==> src/hdl/nrmc_pkg.sv <==
// Shared types, constants and decode helpers for the NMEA RMC sentence parser.
package nrmc_pkg;

  localparam int unsigned ByteW  = 8;
  localparam int unsigned TagW   = 5;
  localparam int unsigned ValW   = 20;
  localparam int unsigned LenW   = 8;
  localparam int unsigned FracW  = 3;

  localparam logic [ValW-1:0]  VALUE_MAX = 20'hFFFFF;
  localparam logic [ValW-1:0]  YEAR_BASE = 20'd2000;
  localparam logic [TagW-1:0]  TAG_END   = 5'd16;

  localparam logic [ByteW-1:0] ASC_DOLLAR = 8'h24;
  localparam logic [ByteW-1:0] ASC_STAR   = 8'h2A;
  localparam logic [ByteW-1:0] ASC_COMMA  = 8'h2C;
  localparam logic [ByteW-1:0] ASC_DOT    = 8'h2E;
  localparam logic [ByteW-1:0] ASC_0      = 8'h30;
  localparam logic [ByteW-1:0] ASC_9      = 8'h39;
  localparam logic [ByteW-1:0] ASC_UA     = 8'h41;
  localparam logic [ByteW-1:0] ASC_UF     = 8'h46;
  localparam logic [ByteW-1:0] ASC_LA     = 8'h61;
  localparam logic [ByteW-1:0] ASC_LF_HEX = 8'h66;
  localparam logic [ByteW-1:0] ASC_CR     = 8'h0D;
  localparam logic [ByteW-1:0] ASC_LF     = 8'h0A;
  localparam logic [ByteW-1:0] STATUS_OK  = 8'h41;

  typedef enum logic [4:0] {
    PH_IDLE   = 5'd0,
    PH_TYPE   = 5'd1,
    PH_UTCH   = 5'd2,
    PH_UTCM   = 5'd3,
    PH_UTCS   = 5'd4,
    PH_STAT   = 5'd5,
    PH_LATD   = 5'd6,
    PH_LATM   = 5'd7,
    PH_NS     = 5'd8,
    PH_LOND   = 5'd9,
    PH_LONM   = 5'd10,
    PH_EW     = 5'd11,
    PH_SPEED  = 5'd12,
    PH_COURSE = 5'd13,
    PH_DAY    = 5'd14,
    PH_MONTH  = 5'd15,
    PH_YEAR   = 5'd16,
    PH_MODE   = 5'd17,
    PH_HEXHI  = 5'd18,
    PH_HEXLO  = 5'd19
  } nrmc_phase_e;

  typedef struct packed {
    logic             step;
    logic             clear;
    logic [FracW-1:0] frac;
  } nrmc_acc_ctl_t;

  function automatic logic [TagW-1:0] phase_tag(input nrmc_phase_e ph);
    logic [4:0] b;
    b = ph;
    return TagW'(b - 5'(PH_UTCH));
  endfunction

  function automatic nrmc_phase_e phase_succ(input nrmc_phase_e ph);
    case (ph)
      PH_UTCH:   return PH_UTCM;
      PH_UTCM:   return PH_UTCS;
      PH_UTCS:   return PH_STAT;
      PH_STAT:   return PH_LATD;
      PH_LATD:   return PH_LATM;
      PH_LATM:   return PH_NS;
      PH_NS:     return PH_LOND;
      PH_LOND:   return PH_LONM;
      PH_LONM:   return PH_EW;
      PH_EW:     return PH_SPEED;
      PH_SPEED:  return PH_COURSE;
      PH_COURSE: return PH_DAY;
      PH_DAY:    return PH_MONTH;
      PH_MONTH:  return PH_YEAR;
      PH_YEAR:   return PH_MODE;
      default:   return PH_MODE;
    endcase
  endfunction

  // Where an early comma in a fixed-width subfield resumes.
  function automatic nrmc_phase_e skip_target(input nrmc_phase_e ph);
    case (ph)
      PH_UTCH, PH_UTCM: return PH_STAT;
      PH_LATD:          return PH_NS;
      PH_LOND:          return PH_EW;
      default:          return PH_MODE;
    endcase
  endfunction

  function automatic logic [1:0] fixed_width(input nrmc_phase_e ph);
    case (ph)
      PH_UTCH, PH_UTCM, PH_LATD, PH_DAY, PH_MONTH, PH_YEAR: return 2'd2;
      PH_LOND: return 2'd3;
      default: return 2'd0;
    endcase
  endfunction

  function automatic logic [FracW-1:0] frac_digits(input nrmc_phase_e ph);
    case (ph)
      PH_UTCS:            return 3'd3;
      PH_LATM, PH_LONM:   return 3'd4;
      PH_SPEED, PH_COURSE: return 3'd2;
      default:            return 3'd0;
    endcase
  endfunction

  function automatic logic is_char_field(input nrmc_phase_e ph);
    return (ph == PH_STAT) || (ph == PH_NS) || (ph == PH_EW) || (ph == PH_MODE);
  endfunction

  function automatic logic [13:0] pow10(input logic [FracW-1:0] k);
    case (k)
      3'd0:    return 14'd1;
      3'd1:    return 14'd10;
      3'd2:    return 14'd100;
      3'd3:    return 14'd1000;
      3'd4:    return 14'd10000;
      default: return 14'd10000;
    endcase
  endfunction

  // {valid, nibble}
  function automatic logic [4:0] hex_nibble(input logic [ByteW-1:0] c);
    if (c inside {[ASC_0:ASC_9]}) begin
      return {1'b1, c[3:0]};
    end else if (c inside {[ASC_UA:ASC_UF], [ASC_LA:ASC_LF_HEX]}) begin
      return {1'b1, 4'(c[3:0] + 4'd9)};
    end else begin
      return 5'd0;
    end
  endfunction

endpackage

==> src/hdl/nrmc_field_acc.sv <==
// Per-field decimal accumulator: digit-by-digit saturating conversion and fraction padding.
module nrmc_field_acc #(
  parameter int FIELD_CHARS = 8
) (
  input  logic                         clk_i,
  input  logic                         rst_ni,
  input  nrmc_pkg::nrmc_acc_ctl_t      ctl_i,
  input  logic [nrmc_pkg::ByteW-1:0]   char_i,
  output logic [$clog2(FIELD_CHARS+1)-1:0] cnt_next_o,
  output logic [nrmc_pkg::ValW-1:0]    acc_o,
  output logic [nrmc_pkg::ValW-1:0]    acc_next_o,
  output logic [nrmc_pkg::ValW-1:0]    padded_o,
  output logic [nrmc_pkg::ByteW-1:0]   first_o
);
  import nrmc_pkg::*;

  localparam int CntW = $clog2(FIELD_CHARS + 1);

  logic [CntW-1:0]  cnt_q, cnt_d;
  logic [ValW-1:0]  acc_q;
  logic             dot_q;
  logic [FracW-1:0] fd_q;
  logic [ByteW-1:0] first_q;

  logic             stored, fresh, eff_dot, is_dig, is_dot, take;
  logic [ValW-1:0]  eff_acc, stepped, acc_new;
  logic [FracW-1:0] eff_fd, fd_new, pad_k;
  logic [23:0]      sum;
  logic [33:0]      prod;

  assign stored  = ctl_i.step && (cnt_q < CntW'(FIELD_CHARS));
  assign fresh   = (cnt_q == '0);
  assign eff_acc = fresh ? '0 : acc_q;
  assign eff_dot = fresh ? 1'b0 : dot_q;
  assign eff_fd  = fresh ? '0 : fd_q;
  assign first_o = fresh ? '0 : first_q;

  assign is_dig = (char_i inside {[ASC_0:ASC_9]});
  assign is_dot = (char_i == ASC_DOT);
  assign take   = is_dig && (!eff_dot || (eff_fd < ctl_i.frac));

  assign sum     = 24'({eff_acc, 3'b000}) + 24'({eff_acc, 1'b0}) + 24'(char_i[3:0]);
  assign stepped = (sum > 24'(VALUE_MAX)) ? VALUE_MAX : sum[ValW-1:0];
  assign acc_new = take ? stepped : eff_acc;
  assign fd_new  = eff_fd + FracW'(take && eff_dot);

  assign acc_next_o = stored ? acc_new : eff_acc;
  assign cnt_next_o = stored ? CntW'(cnt_q + 1'b1) : cnt_q;
  assign acc_o      = eff_acc;

  // missing fraction digits count as zero
  assign pad_k    = ctl_i.frac - eff_fd;
  assign prod     = 34'(eff_acc) * 34'(pow10(pad_k));
  assign padded_o = (prod > 34'(VALUE_MAX)) ? VALUE_MAX : prod[ValW-1:0];

  always_comb begin
    cnt_d = cnt_q;
    if (ctl_i.clear) begin
      cnt_d = '0;
    end else if (stored) begin
      cnt_d = CntW'(cnt_q + 1'b1);
    end
  end

  always_ff @(posedge clk_i or negedge rst_ni) begin
    if (!rst_ni) begin
      cnt_q <= '0;
    end else begin
      cnt_q <= cnt_d;
    end
  end

  always_ff @(posedge clk_i) begin
    if (stored && !ctl_i.clear) begin
      acc_q <= acc_new;
      dot_q <= eff_dot | is_dot;
      fd_q  <= fd_new;
      if (fresh) begin
        first_q <= char_i;
      end
    end
  end

endmodule

==> config.mk <==
export PLATFORM = sky130hd
export DESIGN_NAME = nrmc_field_acc
export DESIGN_NICKNAME = d
export VERILOG_FILES = /design/src/hdl/nrmc_pkg.sv /design/src/hdl/nrmc_field_acc.sv
export SDC_FILE = /design/constraint.sdc
export NUM_CORES = 1
export LEC_CHECK = 0
export ABC_AREA = 1
export BUFFER_PORTS_ARGS = -buffer_cell sky130_fd_sc_hd__buf_4
export CELL_PAD_IN_SITES_DETAIL_PLACEMENT = 1
export CELL_PAD_IN_SITES_GLOBAL_PLACEMENT = 2
export CORE_ASPECT_RATIO = 0.6
export CORE_UTILIZATION = 30
export DETAILED_ROUTE_END_ITERATION = 8
export GPL_TIMING_DRIVEN = 0
export PLACE_DENSITY = 0.72
export SLEW_MARGIN = 20
export SYNTH_ARGS = -nofsm -noshare
export SYNTH_HDL_FRONTEND = slang
export SYNTH_SLANG_ARGS = --single-unit
==> constraint.sdc <==
create_clock -name clk_i -period 7.6 [get_ports clk_i]
set_clock_uncertainty 0.2 [all_clocks]
set_input_delay 0.38 -clock clk_i [delete_from_list [all_inputs] [get_ports clk_i]]
set_output_delay 0.38 -clock clk_i [all_outputs]
set_load 0.1 [all_outputs]
==> flow_summary.ini <==
[clock_tree]
cts_buffers = 5
numClockSinks = 36
cts_tree = done
path_clk_slew_ns = 0.06
clk_latency_ns = 0.30
cts_max_path_buffers = 2
cts_max_level = 2
cts-root-buf = clkbuf_16

[logic_synthesis]
synth.top_cells.by_area = fa_1, nand2_1, ha_1
synth_edf_count = 32
yosysWarnings = 0
async_flop_share_pct = 11.11
syn_avg_cell_area_um2 = 6.992
synth_cells = 1818
synth.largest_area_cell = fa_1
synth_top_family_by_area = adder cells
synth_most_common_cell = nand2_1
synth_fa_ha_area_share_pct = 43.09
netlist.area_leader.share_pct = 28.03
synth-compound-area-share_pct = 2.598
yosys.area_share.simple_pct = 29.03
synth.distinct_cells = 38
synth_seq_cells = 36
synth_xor_area_share_pct = 1.998
synthMuxAreaShare_pct = 0
syn_area_um2 = 12710
yosysSeqAreaShare_pct = 8.346
synthFlopType = edfxtp_1
synth_common_cells = nand2_1, inv_1, nor2_1
synth_fp_nets = 2164

[routing]
vias_per_cell = 4.675
drcViolationCount = 0
drtPass1Iterations = 5
ant_nets = 0
routed_wl_mm = 48.63
routedWlPerCell_um = 19.08
via_count = 11917
initialDrtViolationCount = 646

[place]
placed_cells = 2464
numPortBuffers = 86
placed_area_um2 = 14740
hpwl_mm = 40.14
place.gp.congestion = 0.9011
place_ws_ns = -1.774

[sta]
rsz0062_at_grt = yes
fmax_mhz = 114.8
setup_viol = 20
worst_pin_slew_ns = 1.089
finalCritPeriodShare_pct = 114.6
layout_min_cycle_time_ns = 8.707
finalMaxSlewViolations = 0
finalHoldViolCount = 0
hold_ws_ns = 0.06741
tns_ns = -21.94
relSlewSlack_pct = 26.86
finalWorstSetupSlack_ns = -1.107

[worst_setup_path]
cp_common_cell = fa_1
slowest_delay_ns = 0.59
cp-end-kind = output port
timing_worst_setup_path_type = flop to output port
required_ns = 7.02
crit_path_top_delay_cell = fa_1
startpoint_type = flop
critPathArrivalTime_ns = 8.13
path_max_fanout = 5

[cells_and_area]
stdcell_area_um2 = 16630
stdcell_count = 2549
drive_gt1_share_pct = 22.70
final_core_utilization_pct = 40.49
syn_to_final_growth_pct = 30.86
nets = 2332

[grt]
grt_pass1_vias = 12649
grt_remaining_overflow = 0
grt_pass1_wl_mm = 76.00
grtUsageTotal_pct = 23.50
grt_max_degree = 25
antenna_found_initial = 1

[power]
power_mw = 3.657
power_density_nw_per_um2 = 219.8
irDropWorstVdd_mv = 0.1394
p_leak_nw = 9.068

[floorplanning]
rows = 57
die_h_um = 161.5
dieArea_um2 = 43230
die_width_um = 267.8
initial_core_util_pct = 30.95
coreArea_um2 = 41080
io-pin-count = 87

[run]
cap_violations = 0

[hold_path]
hold_class = primary input to flop

[run_status]
violations = setup timing
outcome = finished with violations
report_power, final:
| group | leakage, nW | total, mW | internal (mW) | switching, mW |
|---|---|---|---|---|
| Sequential | 0.360 | 0.234 | 0.231 | 0.00335 |
| Combinational | 8.63 | 3.18 | 1.18 | 2.00 |
| Clock | 0.0809 | 0.248 | 0.155 | 0.0932 |
flip-flops by register name (all words and copies together) (netlist names):
name,cells
acc_q,20
cnt_q,4
dot_q,1
first_q,8
fd_q,3
layer usage:
layer	share of wire [%]	wire length [um]	up-vias	GRT usage, %
met5	0	0	-	0
met2	39	18780	226	32.16
li1	-	-	5734	-
met4	0.28	138	0	1.506
met3	6.7	3246	14	5.489
met1	54	26460	5943	37.82
worst max-delay path: cells and delay by family, from the launching register on:
family        cells  cell delay, ns
simple gates     18            1.89
fa+ha+maj        10            4.16
flops             1            0.39
buf+inv          13            1.30
area by class of cell:
cell class                      count  area, um^2
Antenna cell                        2       5.005
Tap cell                          560       700.7
Clock inverter                      2       35.03
Timing Repair Buffer              163        1699
Sequential cell                    36        1061
Clock buffer                        6       128.9
Buffer                             25       276.5
Fill cell                        5086       24440
Inverter                          467        1814
Multi-Input combinational cell   1288       10910
worst paths after layout:
path | startpoint | endpoint | slack, ns | cells after the start
max | cnt_q[0] | padded_o[0] | -1.11 | 41
min | char_i[7] | first_q[7] | 0.07 | 1
max reg2reg | cnt_q[0] | acc_q[8] | 2.10 | 21
min reg2reg | dot_q | dot_q | 0.40 | 2
max in group asynchronous | rst_ni | cnt_q[1] | 6.88 | 2
min in group asynchronous | rst_ni | cnt_q[2] | 0.22 | 2
layout by cell type, fill, tap and decap left out, types with 54 or more instances in the layout:
cell type / n
buf_4: 123
nand2_2: 54
inv_1: 421
nand3_1: 82
nor2_1: 144
fa_1: 159
nand2_1: 453
ha_1: 130
cell families (layout without fill, tap and decap cells):
logic type	count (synthesis)	after routing
flops	36	36
xor+xnor	29	29
buf+inv	494	663
simple gates	868	868
compound gates	60	60
other cells	0	2
fa+ha+maj	331	331
what timing repair did:
| action | 4_1_cts | 5_1_grt |
|---|---|---|
| endpoints found under the hold margin | 4 | 0 |
| setup endpoints to repair | 20 | 20 |
| gates cloned | 7 | 0 |
| hold buffers | 1 | 0 |
| resized for setup | 235 | 39 |
| setup buffers | 61 | 10 |
| pin swaps | 92 | 66 |
(Power assumes the default switching activity.)
